[src/sv/ngh_pkg.sv]
// Shared types, constants and codes of the noise gate with hold and hysteresis.
package ngh_pkg;

    localparam int SAMPLE_W     = 16;
    localparam int GAIN_W       = 16;
    localparam int HOLD_W       = 10;
    localparam int CFG_IDX_W    = 3;
    localparam int CFG_DATA_W   = 16;
    localparam int BLOCK_LEN_DEF = 48;

    // Shared multiplier: 32-bit signed by 17-bit signed operand.
    localparam int MUL_A_W = 32;
    localparam int MUL_B_W = 17;
    localparam int MUL_P_W = MUL_A_W + MUL_B_W;

    // Output scaling drops 30 fraction bits (two Q1.15 factors).
    localparam int OUT_SHIFT = 30;

    localparam logic [GAIN_W-1:0] GAIN_UNITY = 16'h8000;

    typedef enum logic [CFG_IDX_W-1:0] {
        REG_OPEN_TH      = 3'd0,
        REG_CLOSE_TH     = 3'd1,
        REG_ATTACK_STEP  = 3'd2,
        REG_RELEASE_STEP = 3'd3,
        REG_HOLD_BLOCKS  = 3'd4,
        REG_FLOOR_GAIN   = 3'd5,
        REG_DRY_GAIN     = 3'd6
    } t_cfg_idx;

    typedef struct packed {
        logic [GAIN_W-1:0] open_th;
        logic [GAIN_W-1:0] close_th;
        logic [GAIN_W-1:0] attack_step;
        logic [GAIN_W-1:0] release_step;
        logic [HOLD_W-1:0] hold_blocks;
        logic [GAIN_W-1:0] floor_gain;
        logic [GAIN_W-1:0] dry_gain;
    } t_cfg;

    typedef struct packed {
        logic sample_en;   // fold a new detector magnitude into the block
        logic block_en;    // apply the block-end gate update if one is pending
    } t_gate_ctl;

endpackage

[src/sv/ngh_in_if.sv]
// Input channel: stereo sample pair and sidechain detector sample.
interface ngh_in_if;
    logic               valid;
    logic               ready;
    logic signed [15:0] left_sample;
    logic signed [15:0] right_sample;
    logic signed [15:0] detector_sample;

    modport source (output valid, left_sample, right_sample, detector_sample, input ready);
    modport sink   (input valid, left_sample, right_sample, detector_sample, output ready);
    modport mon    (input valid, ready, left_sample, right_sample, detector_sample);
endinterface

[src/sv/ngh_out_if.sv]
// Output channel: gated mono sample and the gain applied to it.
interface ngh_out_if;
    logic               valid;
    logic               ready;
    logic signed [15:0] gated_sample;
    logic        [15:0] current_gain;

    modport source (output valid, gated_sample, current_gain, input ready);
    modport sink   (input valid, gated_sample, current_gain, output ready);
    modport mon    (input valid, ready, gated_sample, current_gain);
endinterface

[src/sv/ngh_cfg_regs.sv]
// Configuration register file with its write port.
module ngh_cfg_regs
    import ngh_pkg::*;
(
    input  logic                  i_clk,
    input  logic                  i_rst_n,
    input  logic                  i_wr_en,
    input  logic [CFG_IDX_W-1:0]  i_wr_idx,
    input  logic [CFG_DATA_W-1:0] i_wr_data,
    output t_cfg                  o_cfg
);

    t_cfg r_cfg;

    always_ff @(posedge i_clk) begin
        if (!i_rst_n) begin
            r_cfg.open_th      <= '0;
            r_cfg.close_th     <= '0;
            r_cfg.attack_step  <= GAIN_UNITY;
            r_cfg.release_step <= GAIN_UNITY;
            r_cfg.hold_blocks  <= '0;
            r_cfg.floor_gain   <= '0;
            r_cfg.dry_gain     <= GAIN_UNITY;
        end else if (i_wr_en) begin
            unique case (t_cfg_idx'(i_wr_idx))
                REG_OPEN_TH:      r_cfg.open_th      <= i_wr_data[GAIN_W-1:0];
                REG_CLOSE_TH:     r_cfg.close_th     <= i_wr_data[GAIN_W-1:0];
                REG_ATTACK_STEP:  r_cfg.attack_step  <= i_wr_data[GAIN_W-1:0];
                REG_RELEASE_STEP: r_cfg.release_step <= i_wr_data[GAIN_W-1:0];
                REG_HOLD_BLOCKS:  r_cfg.hold_blocks  <= i_wr_data[HOLD_W-1:0];
                REG_FLOOR_GAIN:   r_cfg.floor_gain   <= i_wr_data[GAIN_W-1:0];
                REG_DRY_GAIN:     r_cfg.dry_gain     <= i_wr_data[GAIN_W-1:0];
                default: ;
            endcase
        end
    end

    assign o_cfg = r_cfg;

endmodule

[src/sv/ngh_gate_ctrl.sv]
// Block peak tracker, hold counter and gate gain update.
module ngh_gate_ctrl
    import ngh_pkg::*;
#(
    parameter int BLOCK_LEN = BLOCK_LEN_DEF
) (
    input  logic              i_clk,
    input  logic              i_rst_n,
    input  t_gate_ctl         i_ctl,
    input  logic [GAIN_W-1:0] i_mag,
    input  t_cfg              i_cfg,
    output logic [GAIN_W-1:0] o_gain
);

    localparam int CNT_W = $clog2(BLOCK_LEN + 1);

    logic [CNT_W-1:0]  r_cnt,  n_cnt;
    logic [GAIN_W-1:0] r_peak, n_peak;
    logic [HOLD_W-1:0] r_hold, n_hold;
    logic [GAIN_W-1:0] r_gain, n_gain;
    logic              r_blk,  n_blk;

    logic [CNT_W:0]    cnt_inc;
    logic [GAIN_W-1:0] flr;
    logic [GAIN_W:0]   gain_up;
    logic [GAIN_W-1:0] gain_open;
    logic [HOLD_W-1:0] hold_open;
    logic [HOLD_W-1:0] hold_dec;
    logic signed [GAIN_W+1:0] gain_dn;
    logic              is_open;

    always_comb begin
        cnt_inc = {1'b0, r_cnt} + {{CNT_W{1'b0}}, 1'b1};
        flr     = (i_cfg.floor_gain > GAIN_UNITY) ? GAIN_UNITY : i_cfg.floor_gain;
        is_open = (r_peak > i_cfg.open_th);

        gain_up   = {1'b0, r_gain} + {1'b0, i_cfg.attack_step};
        gain_open = r_gain;
        hold_open = r_hold;
        if (is_open) begin
            gain_open = (gain_up > {1'b0, GAIN_UNITY}) ? GAIN_UNITY : gain_up[GAIN_W-1:0];
            hold_open = i_cfg.hold_blocks;
        end
        hold_dec = (hold_open != '0) ? hold_open - 1'b1 : hold_open;
        gain_dn  = $signed({2'b00, gain_open}) - $signed({2'b00, i_cfg.release_step});

        n_cnt  = r_cnt;
        n_peak = r_peak;
        n_hold = r_hold;
        n_gain = r_gain;
        n_blk  = r_blk;
        if (i_ctl.sample_en) begin
            n_peak = (i_mag > r_peak) ? i_mag : r_peak;
            n_cnt  = cnt_inc[CNT_W-1:0];
            n_blk  = (cnt_inc >= (CNT_W+1)'(BLOCK_LEN));
        end else if (i_ctl.block_en && r_blk) begin
            n_hold = hold_dec;
            n_gain = gain_open;
            if (r_peak < i_cfg.close_th && hold_dec == '0) begin
                n_gain = (gain_dn <= $signed({2'b00, flr})) ? flr : gain_dn[GAIN_W-1:0];
            end
            n_peak = '0;
            n_cnt  = '0;
            n_blk  = 1'b0;
        end
    end

    always_ff @(posedge i_clk) begin
        if (!i_rst_n) begin
            r_cnt  <= '0;
            r_peak <= '0;
            r_hold <= '0;
            r_gain <= '0;
            r_blk  <= 1'b0;
        end else begin
            r_cnt  <= n_cnt;
            r_peak <= n_peak;
            r_hold <= n_hold;
            r_gain <= n_gain;
            r_blk  <= n_blk;
        end
    end

    assign o_gain = r_gain;

endmodule

[src/sv/ngh_mul.sv]
// Shared signed multiplier with a registered product.
module ngh_mul
    import ngh_pkg::*;
(
    input  logic                      i_clk,
    input  logic                      i_en,
    input  logic signed [MUL_A_W-1:0] i_a,
    input  logic signed [MUL_B_W-1:0] i_b,
    output logic signed [MUL_P_W-1:0] o_p
);

    logic signed [MUL_P_W-1:0] r_p;

    always_ff @(posedge i_clk) begin
        if (i_en) begin
            r_p <= MUL_P_W'(i_a) * MUL_P_W'(i_b);
        end
    end

    assign o_p = r_p;

endmodule

[src/sv/noise_gate_hold_hysteresis.sv]
// Noise gate with hysteresis and hold: top level with the item sequencer.
//
// Usage: each input word on i_in carries a stereo pair and a filtered sidechain
// sample. The sidechain magnitude feeds a block peak; every BLOCK_LEN words the
// gate gain steps up by the attack step (peak above the open threshold, hold
// reloaded) or down by the release step toward the floor (peak below the close
// threshold once hold has run out). Each input word yields one output word on
// o_out: the mono mix times gate gain times dry gain, rounded and saturated,
// together with the gain that was applied.
// Configuration is written through the i_cfg_wr_* port while no word is in work.
// Sequence: the cycle after acceptance runs the gate update (S_UPD), then the
// single shared multiplier forms mix*gain (S_MUL1) and product*dry (S_MUL2),
// and S_OUT loads the output register once it is free. That multiplier sets
// the rate; i_in.ready is high while idle and in S_OUT once the output
// register is free, so a new word is accepted only as the last one is loaded.
// If the receiver stalls, the output register holds its word; the next result
// waits in the sequencer and i_in.ready stays low until the register frees.
// Synchronous reset clears the gate state and o_out.valid, returns the sequencer to idle and loads the config defaults.
module noise_gate_hold_hysteresis
    import ngh_pkg::*;
#(
    parameter int BLOCK_LEN = BLOCK_LEN_DEF
) (
    input  logic                  i_clk,
    input  logic                  i_rst_n,
    ngh_in_if.sink                i_in,
    ngh_out_if.source             o_out,
    input  logic                  i_cfg_wr_en,
    input  logic [CFG_IDX_W-1:0]  i_cfg_wr_idx,
    input  logic [CFG_DATA_W-1:0] i_cfg_wr_data
);

    typedef enum logic [2:0] {S_IDLE, S_UPD, S_MUL1, S_MUL2, S_OUT} t_state;

    localparam int Q_W = MUL_P_W - OUT_SHIFT;
    localparam logic [MUL_P_W-1:0] RND_HALF = MUL_P_W'(1) << (OUT_SHIFT - 1);

    t_state r_state;
    logic   r_out_valid;
    logic signed [SAMPLE_W-1:0] r_gated;
    logic        [GAIN_W-1:0]   r_gain_out;
    logic signed [SAMPLE_W-1:0] r_mix;

    t_cfg      cfg;
    t_gate_ctl gate_ctl;
    logic [GAIN_W-1:0] gain;
    logic              out_free;
    logic              out_load;
    logic              in_acc;
    logic signed [SAMPLE_W:0]   lr_sum;
    logic signed [SAMPLE_W:0]   det_abs;
    logic signed [MUL_A_W-1:0]  mul_a;
    logic signed [MUL_B_W-1:0]  mul_b;
    logic signed [MUL_P_W-1:0]  mul_p;
    logic signed [MUL_P_W-1:0]  p_rnd;
    logic signed [Q_W-1:0]      q;
    logic signed [SAMPLE_W-1:0] q_sat;

    ngh_cfg_regs u_cfg (
        .i_clk     (i_clk),
        .i_rst_n   (i_rst_n),
        .i_wr_en   (i_cfg_wr_en),
        .i_wr_idx  (i_cfg_wr_idx),
        .i_wr_data (i_cfg_wr_data),
        .o_cfg     (cfg)
    );

    assign out_free = !r_out_valid || o_out.ready;
    assign out_load = (r_state == S_OUT) && out_free;
    assign i_in.ready = (r_state == S_IDLE) || out_load;
    assign in_acc = i_in.valid && i_in.ready;

    // Magnitude of the detector sample; the most negative value maps to 32768.
    assign det_abs = i_in.detector_sample[SAMPLE_W-1]
                   ? -$signed({i_in.detector_sample[SAMPLE_W-1], i_in.detector_sample})
                   :  $signed({i_in.detector_sample[SAMPLE_W-1], i_in.detector_sample});

    assign gate_ctl.sample_en = in_acc;
    assign gate_ctl.block_en  = (r_state == S_UPD);

    ngh_gate_ctrl #(
        .BLOCK_LEN (BLOCK_LEN)
    ) u_gate (
        .i_clk   (i_clk),
        .i_rst_n (i_rst_n),
        .i_ctl   (gate_ctl),
        .i_mag   (det_abs[GAIN_W-1:0]),
        .i_cfg   (cfg),
        .o_gain  (gain)
    );

    // First pass forms mix*gain, second pass scales that by the dry gain.
    always_comb begin
        if (r_state == S_MUL2) begin
            mul_a = mul_p[MUL_A_W-1:0];
            mul_b = $signed({1'b0, cfg.dry_gain});
        end else begin
            mul_a = MUL_A_W'(r_mix);
            mul_b = $signed({1'b0, gain});
        end
    end

    ngh_mul u_mul (
        .i_clk (i_clk),
        .i_en  ((r_state == S_MUL1) || (r_state == S_MUL2)),
        .i_a   (mul_a),
        .i_b   (mul_b),
        .o_p   (mul_p)
    );

    // Adding half an LSB and dropping 30 bits equals a floor shift of the
    // product rounded to nearest with ties toward plus infinity.
    always_comb begin
        p_rnd = mul_p + $signed(RND_HALF);
        q = p_rnd[MUL_P_W-1:OUT_SHIFT];
        if (q > $signed(Q_W'(32767))) begin
            q_sat = 16'sh7FFF;
        end else if (q < -$signed(Q_W'(32768))) begin
            q_sat = -16'sh8000;
        end else begin
            q_sat = q[SAMPLE_W-1:0];
        end
    end

    // Mono mix rounded toward minus infinity.
    assign lr_sum = $signed({i_in.left_sample[SAMPLE_W-1], i_in.left_sample})
                  + $signed({i_in.right_sample[SAMPLE_W-1], i_in.right_sample});

    always_ff @(posedge i_clk) begin
        if (in_acc) begin
            r_mix <= lr_sum[SAMPLE_W:1];
        end
    end

    always_ff @(posedge i_clk) begin
        if (!i_rst_n) begin
            r_state     <= S_IDLE;
            r_out_valid <= 1'b0;
        end else begin
            if (out_load) begin
                r_out_valid <= 1'b1;
            end else if (o_out.ready) begin
                r_out_valid <= 1'b0;
            end
            unique case (r_state)
                S_IDLE: begin
                    if (in_acc) begin
                        r_state <= S_UPD;
                    end
                end
                S_UPD:  r_state <= S_MUL1;
                S_MUL1: r_state <= S_MUL2;
                S_MUL2: r_state <= S_OUT;
                S_OUT: begin
                    if (out_free) begin
                        r_gated     <= q_sat;
                        r_gain_out  <= gain;
                        r_state     <= in_acc ? S_UPD : S_IDLE;
                    end
                end
                default: r_state <= S_IDLE;
            endcase
        end
    end

    assign o_out.valid        = r_out_valid;
    assign o_out.gated_sample = r_gated;
    assign o_out.current_gain = r_gain_out;

endmodule

[src/flat_wrapper.sv]
// flat-port wrapper written by rule: the top's interface ports become plain ports
module noise_gate_hold_hysteresis_flat import ngh_pkg::*;
#(
    parameter int BLOCK_LEN = BLOCK_LEN_DEF
)
  (i_clk, i_rst_n, i_cfg_wr_en, i_cfg_wr_idx, i_cfg_wr_data, i_in_valid, i_in_left_sample, i_in_right_sample, i_in_detector_sample, i_in_ready, o_out_valid, o_out_gated_sample, o_out_current_gain, o_out_ready);
  ngh_in_if i_in_i ();
  ngh_out_if o_out_i ();
  input  logic i_clk;
  input  logic i_rst_n;
  input  logic i_cfg_wr_en;
  input  logic [CFG_IDX_W-1:0] i_cfg_wr_idx;
  input  logic [CFG_DATA_W-1:0] i_cfg_wr_data;
  input wire logic [$bits(i_in_i.valid)-1:0] i_in_valid;
  input wire logic [$bits(i_in_i.left_sample)-1:0] i_in_left_sample;
  input wire logic [$bits(i_in_i.right_sample)-1:0] i_in_right_sample;
  input wire logic [$bits(i_in_i.detector_sample)-1:0] i_in_detector_sample;
  output wire logic [$bits(i_in_i.ready)-1:0] i_in_ready;
  output wire logic [$bits(o_out_i.valid)-1:0] o_out_valid;
  output wire logic [$bits(o_out_i.gated_sample)-1:0] o_out_gated_sample;
  output wire logic [$bits(o_out_i.current_gain)-1:0] o_out_current_gain;
  input wire logic [$bits(o_out_i.ready)-1:0] o_out_ready;
  assign i_in_i.valid = i_in_valid;
  assign i_in_i.left_sample = i_in_left_sample;
  assign i_in_i.right_sample = i_in_right_sample;
  assign i_in_i.detector_sample = i_in_detector_sample;
  assign i_in_ready = i_in_i.ready;
  assign o_out_valid = o_out_i.valid;
  assign o_out_gated_sample = o_out_i.gated_sample;
  assign o_out_current_gain = o_out_i.current_gain;
  assign o_out_i.ready = o_out_ready;
  noise_gate_hold_hysteresis #(.BLOCK_LEN(BLOCK_LEN)) u_core (.i_clk(i_clk), .i_rst_n(i_rst_n), .i_in(i_in_i), .o_out(o_out_i), .i_cfg_wr_en(i_cfg_wr_en), .i_cfg_wr_idx(i_cfg_wr_idx), .i_cfg_wr_data(i_cfg_wr_data));
endmodule
[config.mk]
export PLATFORM = sky130hd
export DESIGN_NAME = noise_gate_hold_hysteresis_flat
export DESIGN_NICKNAME = d
export VERILOG_FILES = /design/src/sv/ngh_pkg.sv /design/src/sv/ngh_in_if.sv /design/src/sv/ngh_out_if.sv /design/src/sv/ngh_cfg_regs.sv /design/src/sv/ngh_gate_ctrl.sv /design/src/sv/ngh_mul.sv /design/src/sv/noise_gate_hold_hysteresis.sv /design/src/flat_wrapper.sv
export SDC_FILE = /design/constraint.sdc
export NUM_CORES = 2
export LEC_CHECK = 0
export ABC_CLOCK_PERIOD_IN_PS = 14450
export BUFFER_PORTS_ARGS = -buffer_cell sky130_fd_sc_hd__buf_2
export CAP_MARGIN = 0
export CORE_UTILIZATION = 55
export DETAILED_ROUTE_END_ITERATION = 6
export PLACE_DENSITY = 0.8
export REMOVE_ABC_BUFFERS = 1
export SLEW_MARGIN = 20
export SYNTH_ARGS = -nofsm -noshare
export SYNTH_HDL_FRONTEND = slang
export SYNTH_SLANG_ARGS = --single-unit
[constraint.sdc]
create_clock -name i_clk -period 14.45 [get_ports i_clk]
set_input_delay 0.7225 -clock i_clk [delete_from_list [all_inputs] [get_ports i_clk]]
set_output_delay 0.7225 -clock i_clk [all_outputs]
set_load 0.05 [all_outputs]
==> flow_metrics.tcl <==
set metrics [dict create \
    status "complete, no violations" \
    end_kind "flop" \
    ant_nets 0 \
    setup_tns_ps 0 \
    dr.pass1.iters 6 \
    grt_usage_pct 29.0 \
    wl_per_cell_um 18.6 \
    synthTopCellsByArea "fa_1, dfxtp_1, edfxtp_1, ha_1, nand2_1" \
    synth_top_cell_by_area "fa_1" \
    cap_violations 0 \
    placed_cell_area_um2 33500 \
    start_util_pct 55.7 \
    slowest_stage "mux2_2" \
    io_pins 106 \
    clockPowerShare_pct 37.0 \
    vias 25739 \
    synth_common_cells "nand2_1, inv_1, fa_1" \
    place_congestion 0.928 \
    fin_area_um2 34500 \
    whs_path_depth 3 \
    cts_tree "yes" \
    final-hold-violation-count 0 \
    clk_latency_ps 620 \
    dieArea_um2 59500 \
    grt_pass1_wl_mm 137 \
    cts_num_sinks 256 \
    grt_max_degree 85 \
    post_cts_resize_count 0 \
    cts_buffer_depth 3 \
    fillCellCount 4853 \
    p_int_w 0.00140 \
    dp_cells 4464 \
    hold_class "in2reg" \
    path_depth 27 \
    grt_pass1_vias 26517 \
    setup_violations 0 \
    cts_inserted_buffers 31 \
    drv_slew 0 \
    num_rows 88 \
    postCtsHoldBufs 0 \
    antenna_found_initial 0 \
    required_ps 14810 \
    sequentialPowerShare_pct 38.1 \
    first_iter_violations 2021 \
    synthFlopType "dfxtp_1" \
    combPwrFrac_pct 24.9 \
    die_x_um 244 \
    slowest_delay_ps 840 \
    htreeDepth 1 \
    grt_overflow 0 \
    port_buffers 105 \
    swShare_pct 34.1 \
    synth_area_per_cell_um2 8.71 \
    rsz0062_at_grt "false" \
    fin_crit_ps 9980 \
    critPathKind "reg2reg" \
    yosys_warnings 0 \
    rrSetupSlack_ps 4470 \
    critPathBufInv 7 \
    ys_seq_area_share_pct 18.9 \
    fin_crit_sh_pct 69.1 \
    root_buffer "clkbuf_16" \
    coreArea_um2 57800 \
    cp.arrival_ps 10340 \
    fin_skew_ps 16.3 \
    ys_async_sr_fraction_pct 0 \
    reg2reg_depth 27 \
    synth_area_um2 32200 \
    final_cells 4523 \
    p_leak_nw 15.0 \
    synthDominantCellAreaShare_pct 30.6 \
    synth_edf_count 97 \
    ir_drop_mv 0.0990 \
    drive_gt1_share_pct 7.03 \
    relSlewSlack_pct 23.7 \
    worstMarginPinSlew_ps 1110 \
    startpoint_type "flop" \
    cts_post_setup_buffers_inserted 0 \
    post-dp-hpwl_mm 63.3 \
    synth.distinct_cells 79 \
    fin_nets 4527 \
    die_h_um 244 \
    synth_cells 3698 \
    critPathMostFrequentCell "fa_1" \
    p_per_area_nw_per_um2 61.4 \
    drt_wl_total_mm 84.0 \
    fmax_mhz 100 \
    area_growth_pct 7.14 \
    cts.clk_slew.worst_paths_ps 70 \
    cp_max_fo 50 \
    synth_most_common_cell "nand2_1" \
    crit_family "adder cells" \
    vias_per_cell 5.69 \
    ys_ff_latch 256 \
    switching_power_w 0.000723 \
    post-route-drc-count 0 \
]
-- state kept, by name, indices dropped and copies added, names as in the netlist --
signal and cells:
u_core.u_cfg.o_cfg 106, u_core.u_mul.o_p 49, u_core.o_out.current_gain 16, u_core.o_out.gated_sample 16
u_core.r_mix 16, u_core.u_gate.o_gain 16, u_core.u_gate.r_peak 16, u_core.u_gate.r_hold 10
u_core.u_gate.r_cnt 6, u_core.r_state 3, u_core.o_out.valid 1, u_core.u_gate.r_blk 1
-- routing by layer --
metal | GRT usage, % | vias to the layer above | routed length (um)
li1 | - | 11816 | -
met1 | 36.6 | 12538 | 33000
met2 | 47.9 | 1116 | 39200
met3 | 6.46 | 269 | 7770
met4 | 12.2 | 0 | 4040
met5 | 0 | - | 0
-- kinds of logic (layout without fill, tap and decap cells) --
logic type	count (synthesis)	count (layout)	share of synthesized area [%]
AND/OR/NAND/NOR	1212	1212	16.1
buffers and inverters	769	828	9.06
adder cells (fa/ha/maj)	723	723	39.5
AO/OA/AOI/OAI	526	526	10.1
flip-flops	256	256	18.9
XOR/XNOR	119	119	3.24
multiplexers	93	93	3.00
other	0	1	0
-- power by group through the flow --
stage / clock network, W / registers [W] / logic, W
after global routing: 0.000822 / 0.000810 / 0.000570
after CTS: 0.000791 / 0.000806 / 0.000517
final: 0.000784 / 0.000807 / 0.000527
after global placement: 0 / 0.000821 / 0.000507
after detailed placement: 0 / 0.000821 / 0.000512
after floorplan: 0 / 0.000814 / 0.000347
-- layout by cell type, fill, tap and decap left out, drive strengths merged, types with 7 or more instances in the layout --
| cell type | n |
|---|---|
| or4 | 8 |
| buf | 137 |
| xnor2 | 83 |
| nor2b | 31 |
| o211ai | 29 |
| nand2 | 637 |
| clkbuf | 43 |
| and3 | 19 |
| a211oi | 9 |
| mux2i | 64 |
| nor4 | 9 |
| and2 | 16 |
| clkinv | 11 |
| dfxtp | 159 |
| fa | 492 |
| edfxtp | 97 |
| mux2 | 29 |
| a21boi | 7 |
| o31ai | 20 |
| nand4 | 15 |
| o21bai | 10 |
| nand3 | 70 |
| o21ai | 91 |
| a21o | 55 |
| o21a | 21 |
| nor3 | 37 |
| or3 | 14 |
| inv | 636 |
| ha | 231 |
| a21oi | 228 |
| a31oi | 10 |
| xor2 | 36 |
| nand2b | 24 |
| nor2 | 304 |
-- cell type report --
| type | count | area, um^2 | share of cell area [%] |
|---|---|---|---|
| multi-input combinational | 2673 | 23300 | 67.5 |
| inverter | 633 | 2380 | 6.89 |
| timing repair buffer | 137 | 766 | 2.22 |
| sequential | 256 | 6100 | 17.7 |
| antenna | 1 | 2.50 | 0.00725 |
| clock inverter | 15 | 109 | 0.315 |
| clock buffer | 43 | 903 | 2.62 |
| tap | 765 | 957 | 2.77 |
-- through the flow --
step	utilization (%)	setup slack [ps]	hold slack (ps)	total power [W]
finish	59.7	4470	390	0.00212
global route	59.7	4110	400	0.00220
CTS	59.7	4600	377	0.00212
detailed placement	58.0	4670	447	0.00133
global placement	57.9	4840	442	0.00133
floorplan	-	2150	434	0.00116
-- final timing paths --
check	end	start
worst max-delay path	u_core.u_mul.o_p[46]	u_core.r_state[1]
worst min-delay path	u_core.u_gate.r_peak[0]	i_in_detector_sample[0]
worst max register to register	u_core.u_mul.o_p[46]	u_core.r_state[1]
worst min register to register	u_core.u_cfg.o_cfg[44]	u_core.u_cfg.o_cfg[44]
-- worst reg2reg max path, delay by kind of cell (launching register included) --
| family | cells | cell delay [ps] |
|---|---|---|
| buffers and inverters | 7 | 1590 |
| AO/OA/AOI/OAI | 6 | 1640 |
| adder cells (fa/ha/maj) | 7 | 3430 |
| AND/OR/NAND/NOR | 5 | 1520 |
| multiplexers | 2 | 1060 |
| flip-flops | 1 | 480 |
(Power assumes the default switching activity.)
